File: config.mk
export PLATFORM = sky130hd
export DESIGN_NAME = multiplexed_display_scanner
export DESIGN_NICKNAME = d
export VERILOG_FILES = /design/src/design/mds_pkg.sv /design/src/design/mds_buffer.sv /design/src/design/mds_decode.sv /design/src/design/multiplexed_display_scanner.sv
export SDC_FILE = /design/constraint.sdc
export NUM_CORES = 1
export LEC_CHECK = 0
export BUFFER_PORTS_ARGS = -buffer_cell sky130_fd_sc_hd__buf_2
export CAP_MARGIN = 20
export CORE_MARGIN = 3
export CORE_UTILIZATION = 35
export CTS_CLUSTER_DIAMETER = 80
export DETAILED_ROUTE_END_ITERATION = 10
export PLACE_DENSITY = 0.51
export SLEW_MARGIN = 5
export SYNTH_ARGS = -nofsm -noshare
export SYNTH_HDL_FRONTEND = slang
export SYNTH_SLANG_ARGS = --single-unit
File: constraint.sdc
create_clock -name clk -period 5.6 [get_ports clk]
set_input_delay 0.28 -clock clk [delete_from_list [all_inputs] [get_ports clk]]
set_output_delay 0.28 -clock clk [all_outputs]
set_load 0.02 [all_outputs]
File: src/design/mds_pkg.sv
`timescale 1ns / 1ps
// ----------------------------------------------------------------------------
// mds_pkg
// Shared types, constants and the seven-segment font of the display scanner.
// ----------------------------------------------------------------------------
package mds_pkg;

    // Default geometry of the display.
    localparam int CHAR_DIGITS_DEF = 6;
    localparam int LED_GROUPS_DEF  = 5;

    // Digits per window; the first two windows can show a decimal point.
    localparam int WINDOW_SIZE = 3;

    // Font covers the character codes from TABLE_BASE up, TABLE_SIZE entries.
    localparam logic [7:0] TABLE_BASE = 8'h2F;
    localparam int         TABLE_SIZE = 44;
    localparam logic [7:0] TABLE_LAST = 8'(TABLE_BASE + TABLE_SIZE - 1);

    // Configuration register map, indexed by the word address.
    localparam int  PADDR_W   = 3;
    localparam logic REG_W1_DP = 1'b0;
    localparam logic REG_W2_DP = 1'b1;

    // Kind of an input beat.
    typedef enum logic {
        REQ_SCAN  = 1'b0,
        REQ_WRITE = 1'b1
    } req_type_t;

    // Decimal point selection of both windows.
    typedef struct packed {
        logic [1:0] win1;
        logic [1:0] win2;
    } dp_cfg_t;

    // Decoded drive of one scan position.
    typedef struct packed {
        logic [7:0] seg;
        logic       oor;
    } seg_word_t;

    // Segment pattern, bit 0 = a through bit 6 = g, for code TABLE_BASE + idx.
    function automatic logic [6:0] seg_font(input logic [5:0] idx);
        logic [6:0] pat;
        case (idx)
            6'd0:    pat = 7'h00;
            6'd1:    pat = 7'h3F;
            6'd2:    pat = 7'h06;
            6'd3:    pat = 7'h5B;
            6'd4:    pat = 7'h4F;
            6'd5:    pat = 7'h66;
            6'd6:    pat = 7'h6D;
            6'd7:    pat = 7'h7D;
            6'd8:    pat = 7'h07;
            6'd9:    pat = 7'h7F;
            6'd10:   pat = 7'h6F;
            6'd11:   pat = 7'h3F;
            6'd12:   pat = 7'h06;
            6'd13:   pat = 7'h5B;
            6'd14:   pat = 7'h4F;
            6'd15:   pat = 7'h66;
            6'd16:   pat = 7'h6D;
            6'd17:   pat = 7'h7D;
            6'd18:   pat = 7'h77;
            6'd19:   pat = 7'h7C;
            6'd20:   pat = 7'h39;
            6'd21:   pat = 7'h5E;
            6'd22:   pat = 7'h79;
            6'd23:   pat = 7'h71;
            6'd24:   pat = 7'h3D;
            6'd25:   pat = 7'h76;
            6'd26:   pat = 7'h06;
            6'd27:   pat = 7'h1E;
            6'd28:   pat = 7'h70;
            6'd29:   pat = 7'h38;
            6'd30:   pat = 7'h55;
            6'd31:   pat = 7'h54;
            6'd32:   pat = 7'h5C;
            6'd33:   pat = 7'h73;
            6'd34:   pat = 7'h67;
            6'd35:   pat = 7'h50;
            6'd36:   pat = 7'h6D;
            6'd37:   pat = 7'h78;
            6'd38:   pat = 7'h3E;
            6'd39:   pat = 7'h1C;
            6'd40:   pat = 7'h6A;
            6'd41:   pat = 7'h04;
            6'd42:   pat = 7'h6E;
            6'd43:   pat = 7'h49;
            default: pat = 7'h00;
        endcase
        return pat;
    endfunction

endpackage

File: src/design/mds_buffer.sv
`timescale 1ns / 1ps
// ----------------------------------------------------------------------------
// mds_buffer
// Display buffer: characters followed by LED group bytes, one write port and
// one read port addressed by the scan position.
// ----------------------------------------------------------------------------
module mds_buffer
    import mds_pkg::*;
#(
    parameter int DEPTH = CHAR_DIGITS_DEF + LED_GROUPS_DEF,
    parameter int ADDR_W = $clog2(DEPTH)
)
(
    input  logic              clk,
    input  logic              rst_n,
    input  logic              wr_en,
    input  logic [ADDR_W-1:0] wr_addr,
    input  logic [7:0]        wr_data,
    input  logic [ADDR_W-1:0] rd_addr,
    output logic [7:0]        rd_data
);

    logic [7:0] buf_reg [DEPTH];

    // Storage; reset shows every slot as zero.
    always_ff @(posedge clk or negedge rst_n)
    begin
        if (!rst_n)
        begin
            for (int i = 0; i < DEPTH; i++)
            begin
                buf_reg[i] <= 8'h00;
            end
        end
        else if (wr_en)
        begin
            buf_reg[wr_addr] <= wr_data;
        end
    end

    // The read address is always kept below DEPTH by the scan counter.
    assign rd_data = buf_reg[rd_addr];

endmodule

File: src/design/mds_decode.sv
`timescale 1ns / 1ps
// ----------------------------------------------------------------------------
// mds_decode
// Turns the buffer byte of one scan position into segment drive and the
// out-of-range flag.
// ----------------------------------------------------------------------------
module mds_decode
    import mds_pkg::*;
#(
    parameter int CHAR_DIGITS = CHAR_DIGITS_DEF,
    parameter int POS_W = 4
)
(
    input  logic [POS_W-1:0] pos,
    input  logic [7:0]       value,
    input  dp_cfg_t          dp_cfg,
    output seg_word_t        word
);

    localparam logic [POS_W:0] CHAR_LIMIT = (POS_W + 1)'(CHAR_DIGITS);
    localparam logic [POS_W:0] W1_D1 = (POS_W + 1)'(0);
    localparam logic [POS_W:0] W1_D2 = (POS_W + 1)'(1);
    localparam logic [POS_W:0] W2_D1 = (POS_W + 1)'(WINDOW_SIZE);
    localparam logic [POS_W:0] W2_D2 = (POS_W + 1)'(WINDOW_SIZE + 1);

    logic [POS_W:0] pos_x;
    logic           is_char;
    logic           in_font;
    logic [5:0]     font_idx;
    logic           dp_on;
    logic [7:0]     diff;

    assign pos_x    = {1'b0, pos};
    assign is_char  = pos_x < CHAR_LIMIT;
    assign in_font  = (value >= TABLE_BASE) && (value <= TABLE_LAST);
    assign diff     = value - TABLE_BASE;
    assign font_idx = diff[5:0];

    // Decimal point only on the first two digits of the first two windows.
    always_comb
    begin
        dp_on = 1'b0;
        if (pos_x == W1_D1)
        begin
            dp_on = dp_cfg.win1 == 2'd1;
        end
        else if (pos_x == W1_D2)
        begin
            dp_on = dp_cfg.win1 == 2'd2;
        end
        else if (pos_x == W2_D1)
        begin
            dp_on = dp_cfg.win2 == 2'd1;
        end
        else if (pos_x == W2_D2)
        begin
            dp_on = dp_cfg.win2 == 2'd2;
        end
    end

    // Character positions use the font; LED positions drive the inverted byte.
    always_comb
    begin
        word.seg = 8'h00;
        word.oor = 1'b0;
        if (is_char)
        begin
            if (in_font)
            begin
                word.seg = {dp_on, seg_font(font_idx)};
            end
            else
            begin
                word.oor = 1'b1;
            end
        end
        else
        begin
            word.seg = ~value;
        end
    end

endmodule

File: src/design/multiplexed_display_scanner.sv
`timescale 1ns / 1ps
// A scan tick is loaded into the input register when accepted, and its
// result goes into the result register when that register is free.
// Throughput: one beat per clock cycle unless the result channel stalls, set
// by the single decode pass between the registers; a write beat yields no result.
// Reset clears the scan position to the first position, the display buffer
// to zero and both decimal point registers to zero.
// ----------------------------------------------------------------------------
// multiplexed_display_scanner
// Scans character digits and LED groups one position per tick, driving a
// one-hot digit enable and eight segment lines; an APB port sets the decimal
// point positions.
// ----------------------------------------------------------------------------
module multiplexed_display_scanner
    import mds_pkg::*;
#(
    parameter int CHAR_DIGITS = CHAR_DIGITS_DEF,
    parameter int LED_GROUPS  = LED_GROUPS_DEF
)
(
    input  logic                              clk,
    input  logic                              rst_n,
    // Input channel.
    input  logic                              in_valid,
    output logic                              in_ready,
    input  logic                              req_type,
    input  logic [3:0]                        write_position,
    input  logic [7:0]                        write_value,
    // Result channel.
    output logic                              out_valid,
    input  logic                              out_ready,
    output logic [CHAR_DIGITS+LED_GROUPS-1:0] digit_enable,
    output logic [7:0]                        segment_lines,
    output logic                              char_out_of_range,
    // Configuration port.
    input  logic                              psel,
    input  logic                              penable,
    input  logic                              pwrite,
    input  logic [PADDR_W-1:0]                paddr,
    input  logic [31:0]                       pwdata,
    output logic [31:0]                       prdata,
    output logic                              pready
);

    localparam int TOTAL = CHAR_DIGITS + LED_GROUPS;
    localparam int POS_W = $clog2(TOTAL);
    localparam logic [POS_W:0]   TOTAL_X  = (POS_W + 1)'(TOTAL);
    localparam logic [POS_W-1:0] LAST_POS = POS_W'(TOTAL - 1);

    // Configuration registers.
    dp_cfg_t dp_cfg_reg;
    logic    cfg_wr;

    assign pready = 1'b1;
    assign cfg_wr = psel && penable && pwrite && pready;

    always_ff @(posedge clk or negedge rst_n)
    begin
        if (!rst_n)
        begin
            dp_cfg_reg <= '0;
        end
        else if (cfg_wr)
        begin
            case (paddr[2])
                REG_W1_DP: dp_cfg_reg.win1 <= pwdata[1:0];
                REG_W2_DP: dp_cfg_reg.win2 <= pwdata[1:0];
                default:   dp_cfg_reg <= dp_cfg_reg;
            endcase
        end
    end

    always_comb
    begin
        case (paddr[2])
            REG_W1_DP: prdata = {30'd0, dp_cfg_reg.win1};
            REG_W2_DP: prdata = {30'd0, dp_cfg_reg.win2};
            default:   prdata = 32'd0;
        endcase
    end

    // Input register.
    logic       s1_valid_reg;
    req_type_t  s1_type_reg;
    logic [3:0] s1_pos_reg;
    logic [7:0] s1_value_reg;

    logic out_valid_reg;
    logic out_free;
    logic s1_is_scan;
    logic advance;

    assign out_free   = !out_valid_reg || out_ready;
    assign s1_is_scan = s1_type_reg == REQ_SCAN;
    assign advance    = s1_valid_reg && (!s1_is_scan || out_free);
    assign in_ready   = !s1_valid_reg || advance;

    always_ff @(posedge clk or negedge rst_n)
    begin
        if (!rst_n)
        begin
            s1_valid_reg <= 1'b0;
        end
        else if (in_ready)
        begin
            s1_valid_reg <= in_valid;
        end
    end

    always_ff @(posedge clk)
    begin
        if (in_ready && in_valid)
        begin
            s1_type_reg  <= req_type_t'(req_type);
            s1_pos_reg   <= write_position;
            s1_value_reg <= write_value;
        end
    end

    // Buffer writes take effect when the write beat leaves the input register.
    logic             wr_en;
    logic [POS_W-1:0] scan_pos_reg;
    logic [POS_W-1:0] scan_pos_next;
    logic [7:0]       rd_value;

    assign wr_en = advance && !s1_is_scan && ({1'b0, s1_pos_reg} < 5'(TOTAL));

    mds_buffer #(
        .DEPTH  (TOTAL),
        .ADDR_W (POS_W)
    ) u_buffer (
        .clk     (clk),
        .rst_n   (rst_n),
        .wr_en   (wr_en),
        .wr_addr (s1_pos_reg[POS_W-1:0]),
        .wr_data (s1_value_reg),
        .rd_addr (scan_pos_reg),
        .rd_data (rd_value)
    );

    // Scan counter wraps after the last position.
    assign scan_pos_next = (scan_pos_reg == LAST_POS) ? '0 : scan_pos_reg + 1'b1;

    always_ff @(posedge clk or negedge rst_n)
    begin
        if (!rst_n)
        begin
            scan_pos_reg <= '0;
        end
        else if (advance && s1_is_scan)
        begin
            scan_pos_reg <= scan_pos_next;
        end
    end

    // Segment decode of the current position.
    seg_word_t word;

    mds_decode #(
        .CHAR_DIGITS (CHAR_DIGITS),
        .POS_W       (POS_W)
    ) u_decode (
        .pos    (scan_pos_reg),
        .value  (rd_value),
        .dp_cfg (dp_cfg_reg),
        .word   (word)
    );

    // Result register.
    logic [TOTAL-1:0] digit_enable_reg;
    logic [7:0]       segment_lines_reg;
    logic             char_oor_reg;

    always_ff @(posedge clk or negedge rst_n)
    begin
        if (!rst_n)
        begin
            out_valid_reg <= 1'b0;
        end
        else if (out_free)
        begin
            out_valid_reg <= advance && s1_is_scan;
        end
    end

    always_ff @(posedge clk)
    begin
        if (advance && s1_is_scan)
        begin
            digit_enable_reg  <= TOTAL'(1) << scan_pos_reg;
            segment_lines_reg <= word.seg;
            char_oor_reg      <= word.oor;
        end
    end

    assign out_valid         = out_valid_reg;
    assign digit_enable      = digit_enable_reg;
    assign segment_lines     = segment_lines_reg;
    assign char_out_of_range = char_oor_reg;

    // Checks on the scan datapath.
    a_onehot_enable: assert property (@(posedge clk) disable iff (!rst_n)
        out_valid |-> $onehot(digit_enable))
        else $error("digit enable is not one-hot");

    a_blank_on_flag: assert property (@(posedge clk) disable iff (!rst_n)
        (out_valid && char_out_of_range) |-> (segment_lines == 8'h00))
        else $error("flagged character drives segments");

    a_flag_char_only: assert property (@(posedge clk) disable iff (!rst_n)
        (out_valid && char_out_of_range) |-> (digit_enable[CHAR_DIGITS-1:0] != '0))
        else $error("range flag raised at an LED position");

    a_scan_in_range: assert property (@(posedge clk) disable iff (!rst_n)
        {1'b0, scan_pos_reg} < TOTAL_X)
        else $error("scan position beyond last position");

endmodule

; Word-level counts from Yosys, hierarchy flattened
; Memory sizes are Yosys's and may differ from the RTL's.
; Cells that the tools add are included.
[word_totals]
register_bits = 131
mem_bits_ro = 448
input_bits = 55
wordCells = 78
memories = 1
[op_classes]
addsub = 2
magnitude_cmp = 7
eq_ne = 8
shifts = 1
muxes = 15
bitwise = 5
n_reduce_logical = 17
[memory_table]
columns = memory, depth, width, rd, rd_ports_with_merged_regs, wr, line
row1 = (no name shown), 64, 7, 1, 0, 0, mds_pkg.sv:46  ; case (idx)
[ops]
columns = cell, count
row1 = bitwise mux 88 bit, 1
row2 = one-hot mux 32 bit (2 select lines), 1
row3 = two-way mux 8 bit, 5
row4 = binary-select mux 8 bit (select 4 bit), 1
row5 = demux 8 bit (select 4 bit), 1
row6 = << shifter 1 x 4 -> 11 bit (first input constant), 1
row7 = >= comparator 5 bit (second input constant), 2
row8 = inverter 4 -> 5 bit, 2
row9 = logical AND 1 bit, 9
row10 = >= comparator 8 x 6 -> 1 bit (second input constant), 1
row11 = less-or-equal comparator 8 x 7 -> 1 bit (second input constant), 1
row12 = inverter 8 bit, 1
row13 = subtractor 6 bit (second input constant), 1
row14 = logical NOT 5 bit, 1
row15 = < comparator 5 x 1 -> 1 bit (second input constant), 1
row16 = two-way mux 1 bit, 5
row17 = adder 4 x 1 -> 4 bit (second input constant), 1
row18 = equality test 2 x 1 -> 1 bit (second input constant), 2
row19 = equality test 2 bit (second input constant), 2
row20 = equality test 4 x 1 -> 1 bit (second input constant), 1
row21 = equality test 4 x 2 -> 1 bit (second input constant), 1
row22 = equality test 4 x 3 -> 1 bit (second input constant), 1
row23 = equality test 4 bit (second input constant), 1
row24 = < comparator 4 x 3 -> 1 bit (second input constant), 1
row25 = 6 further kinds, 11

; Longest topological paths before layout
[logic_depth]
depth_word = 8
mapped_depth = 16

; Cells and area by module
; A second synthesis with hierarchy kept.
[unflattened]
cells_unflattened = 574
hier_area_um2 = 7094.3
[by_module_without_submodules]
columns = mod, instances, cells_per_inst, area_per_inst_um2
row1 = mds_buffer, 1, 286, 4161.5
row2 = multiplexed_display_scanner, 1, 127, 1848.0
row3 = mds_decode, 1, 161, 1084.8

; Worst setup path after synthesis
; OpenSTA, ideal clock, no wires.
[synth_path]
path_kind = reg2reg
startpoint = reg scan_pos_reg[0]
endpoint = reg segment_lines_reg[2] (netlist: segment_lines[2]) (data pin)
setup_ns = 0.261
arrival_ns = 3.299
t_required_ns = 5.339
path_slack_ns = 2.040
stages_incl_launch_ff = 15
path_cell_list = dfrtp_1 buf_6 mux4_2 mux2i_1 o22a_1 inv_2 ha_1 inv_1 ha_1 or3_1 nand2_1 o22ai_1 a22oi_1 a221oi_1 a311o_1
[synth_rtl]
columns = element, line
row1 = "start, declared", multiplexed_display_scanner.sv:122  ; logic [POS_W-1:0] scan_pos_reg;
row2 = "start signal, assigned", multiplexed_display_scanner.sv:152  ; scan_pos_reg <= scan_pos_next;
row3 = "end signal, assigned", multiplexed_display_scanner.sv:191  ; segment_lines_reg <= word.seg;
row4 = "end, declared", multiplexed_display_scanner.sv:171  ; logic [7:0] segment_lines_reg;

==> summary.md <==
| Metric | Value |
|---|---|
| Drt via density | about 5.1 |
| RSZ-0062 raised after global routing | false |
| CTS tree | done |
| Die Ht | 149 um |
| Syn_area_per_cell | 11.8 um^2 |
| Cells after DPL | 899 |
| Synth area leaders | dfrtp_1 34%, mux2_2 16%, edfxtp_1 14%, mux4_2 3.4%, buf_4 3.3% |
| Crit path time final | 4.30 ns |
| Flops & latches, synth | 131 |
| FP Rows | 51 |
| CP required | about 5.8 ns |
| Outcome | completed |
| H-tree lvl count | 4 |
| Top-area cell type share of the netlist area | approximately a third |
| Synthesis-to-finish area growth | 14.0% |
| Yosys Warn Count | 0 |
| Clock group share of total power | 24.3% |
| First-pass GRT wire length | 27.4 mm |
| DP Wirelength | 11.9 mm |
| Nets@finish | between 700 and 800 |
| Worst Tran Pin Value | 1.09 ns |
| Final setup vio count | 0 |
| Min-Delay Path Class | in2reg |
| Overall fraction of global-route tracks in use | 16.0% |
| Total internal power | between 0.002 and 0.003 W |
| EDFF count, synth | 33 |
| Max Cap Viol | 0 |
| Sinks on Clock Net | ~130 |
| Worst Setup Start Kind | flip-flop |
| Wire length per cell | 18.3 um |
| Die Wd | 149 um |
| Post-CTS Setup Bufs | 0 |
| P per Cell Area | approximately 570 nW/um^2 |
| Count of cell types in the netlist | 74 |
| Cell mode on critical path | ha_1 |
| CP max stage cell | mux4_2 |
| Area leader, netlist | dfrtp_1 |
| Mapped Area | 7200 um^2 |
| Gpl congestion | between 0.8 and 0.9 |
| Crit. End Element | flip-flop |
| Total Power | ~0.0046 W |
| DRT Pass-1 Iters | 4 |
| CTS clk-pin slew, worst paths | 0.06 ns |
| Largest vdd supply drop | 282 uV |
| Fmax | around 230 MHz |
| Routed Antenna Nets | 0 |
| Antenna cells | 0 |
| Fin crit share | 76.8% |
| DRT iter0 DRCs | 295 |
| Initial core utilization | 36.3% |
| Worst-path cell chain | mux4_2 > mux2i_1 > o22a_1 > inv_2 > ha_1 > inv_1 > ha_1 > or3_1 > nand2_1 > o22ai_1 > a22oi_1 > a221oi_1 > a311o_1 |
| Setup Crit Path Kind | reg2reg |
| Post_cts resized | 0 |
| Non-filler instance count after layout | 932 |
| DRC Markers | 0 |
| Clock buffer depth | 2 |
| Asr flop ratio synth | 74.8% |
| Die area | between 20,000 and 25,000 um^2 |
| Number of global-route vias before repair | approximately 4,800 |
| Critical path buffer and inverter count | 2 |
| CP top delay family | compound AO/OA/AOI/OAI gates |
| Io pins | 110 |
| CP arrival | 4.45 ns |
| Psw | between 0.0015 and 0.002 W |
| Final Max Slew Viols | 0 |
| Register area share after synthesis | roughly 48% |
| Fraction of layout cells with a size suffix above 1 | 33.7% |
| Post-Route WL | 17.1 mm |
| Clock Skew | 0.00872 ns |
| Routed vias | 4,770 |
| PortBufs | between 40 and 50 |
| CP max FO | 14 |
| Root buf cell | clkbuf_16 |
| Initial antenna violation count | 0 |
| Max reg flops | 88 |
| Slew HR | 27.0% |
| TNS Setup | 0 ns |
| Switching Fraction | 39.6% |
| Cells after Synth | 608 |
| Most used DFF post-synth | dfrtp_1 |
| Seq pwr share | 28.4% |
| Crit-path max cell delay | approximately 0.54 ns |
| Hold Fails Final Rpt | 0 |
| Pin count of the biggest net entering global routing | 68 |
| Combinational power share | 47.3% |
| CTS buffer count | 17 |
| Leak | between 3 and 4 nW |
| Congestion Overflow GR | 0 |
| Worst-skew pair later-pin latency | 0.42 ns |
| Final core occ | 41.3% |
| Core area | 19,800 um^2 |
[cell usage in the layout (no fill, tap or decap), drive strengths merged, types with 4 or more instances in the layout]
cell / n
o21ai: 19
xnor2: 6
clkinv: 6
mux4: 12
nand3: 11
nor2b: 8
nand2: 43
clkbuf: 22
buf: 66
nand4b: 4
edfxtp: 33
a21oi: 13
ha: 11
a31oi: 10
dfrtp: 98
nand2b: 14
a2bb2oi: 6
nor2: 35
mux2i: 22
conb: 31
mux2: 100
o22ai: 5
and3: 4
inv: 15
nor3: 12
a22oi: 6
[what timing repair did]
item,CTS,global route
hold buffers,1,0
setup endpoints to repair,0,0
endpoints found under the hold margin,31,0
[power by group through the flow]
stage	Sequential (W)	Combinational [W]	Clock (W)
after CTS	0.00132	0.00219	0.00115
after global placement	0.00132	0.00218	0
final	0.00132	0.00220	0.00113
after detailed placement	0.00134	0.00218	0
after floorplan	0.00130	0.00166	0
after global routing	0.00134	0.00243	0.00120
[final timing paths]
kind / start / end / slack [ns] / cells after the start
hold reg to reg: u_buffer.buf_reg[74] / u_buffer.buf_reg[74] / 0.50 / 1
setup / recovery: scan_pos_reg[0] / segment_lines[2] / 1.30 / 13
max in group asynchronous: rst_n / u_buffer.buf_reg[1] / 4.04 / 3
setup reg to reg: scan_pos_reg[0] / segment_lines[2] / 1.30 / 13
min in group asynchronous: rst_n / out_valid / 0.34 / 2
hold / removal: write_value[5] / s1_value_reg[5] / 0.03 / 1
[cell usage after synthesis, types with 12 or more instances]
cell        n
mux2_2    100
dfrtp_1    98
nand2_1    43
nor2_1     35
edfxtp_1   33
buf_4      32
clkbuf_1   23
mux2i_1    22
o21ai_0    17
nand2b_1   14
a21oi_1    12
[worst reg2reg max path, delay by kind of cell, from the launching register on]
| family | cells | cell delay, ns |
|---|---|---|
| adder cells (fa/ha/maj) | 2 | 0.67 |
| flip-flops | 1 | 0.48 |
| multiplexers | 2 | 0.74 |
| AO/OA/AOI/OAI | 5 | 1.18 |
| AND/OR/NAND/NOR | 2 | 0.64 |
| buffers and inverters | 2 | 0.34 |
[stage by stage]
stage	hold WS [ns]	setup slack, ns	cell area (um^2)
6_report	0.0349	1.30	8210
5_1_grt	0.0128	1.06	8210
4_1_cts	0.0201	1.33	8210
3_5_place_dp	0.253	1.35	7590
3_3_place_gp	0.246	1.29	7590
2_1_floorplan	-0.0156	2.04	7310
[logic make-up after synthesis]
family	count (synthesis)	share of synthesized area [%]
muxes	134	22.5
other	2	0.104
adders and majority gates	11	1.91
AOI/OAI and AO/OA	86	8.68
xor gates and xnor gates	7	0.956
and+or+nand+nor	155	11.3
buffers and inverters	82	6.71
DFF	131	47.8
[layer usage]
| metal | up-vias | track usage [%] | share of wire (%) |
|---|---|---|---|
| li1 | 2253 | - | - |
| met1 | 2385 | 22.0 | 47 |
| met2 | 114 | 25.7 | 48 |
| met3 | 18 | 3.43 | 3.7 |
| met4 | 0 | 4.44 | 1.4 |
| met5 | - | 0 | 0 |
[area by class of cell]
cell class	count	area (um^2)
flip-flops and latches	131	3440
well taps	265	332
multi-input cells	424	3380
clock buffers	22	485
inverters	13	48.8
fillers	1910	11600
clock inverters	10	120
repair buffers	67	393
(Power assumes the default switching activity.)
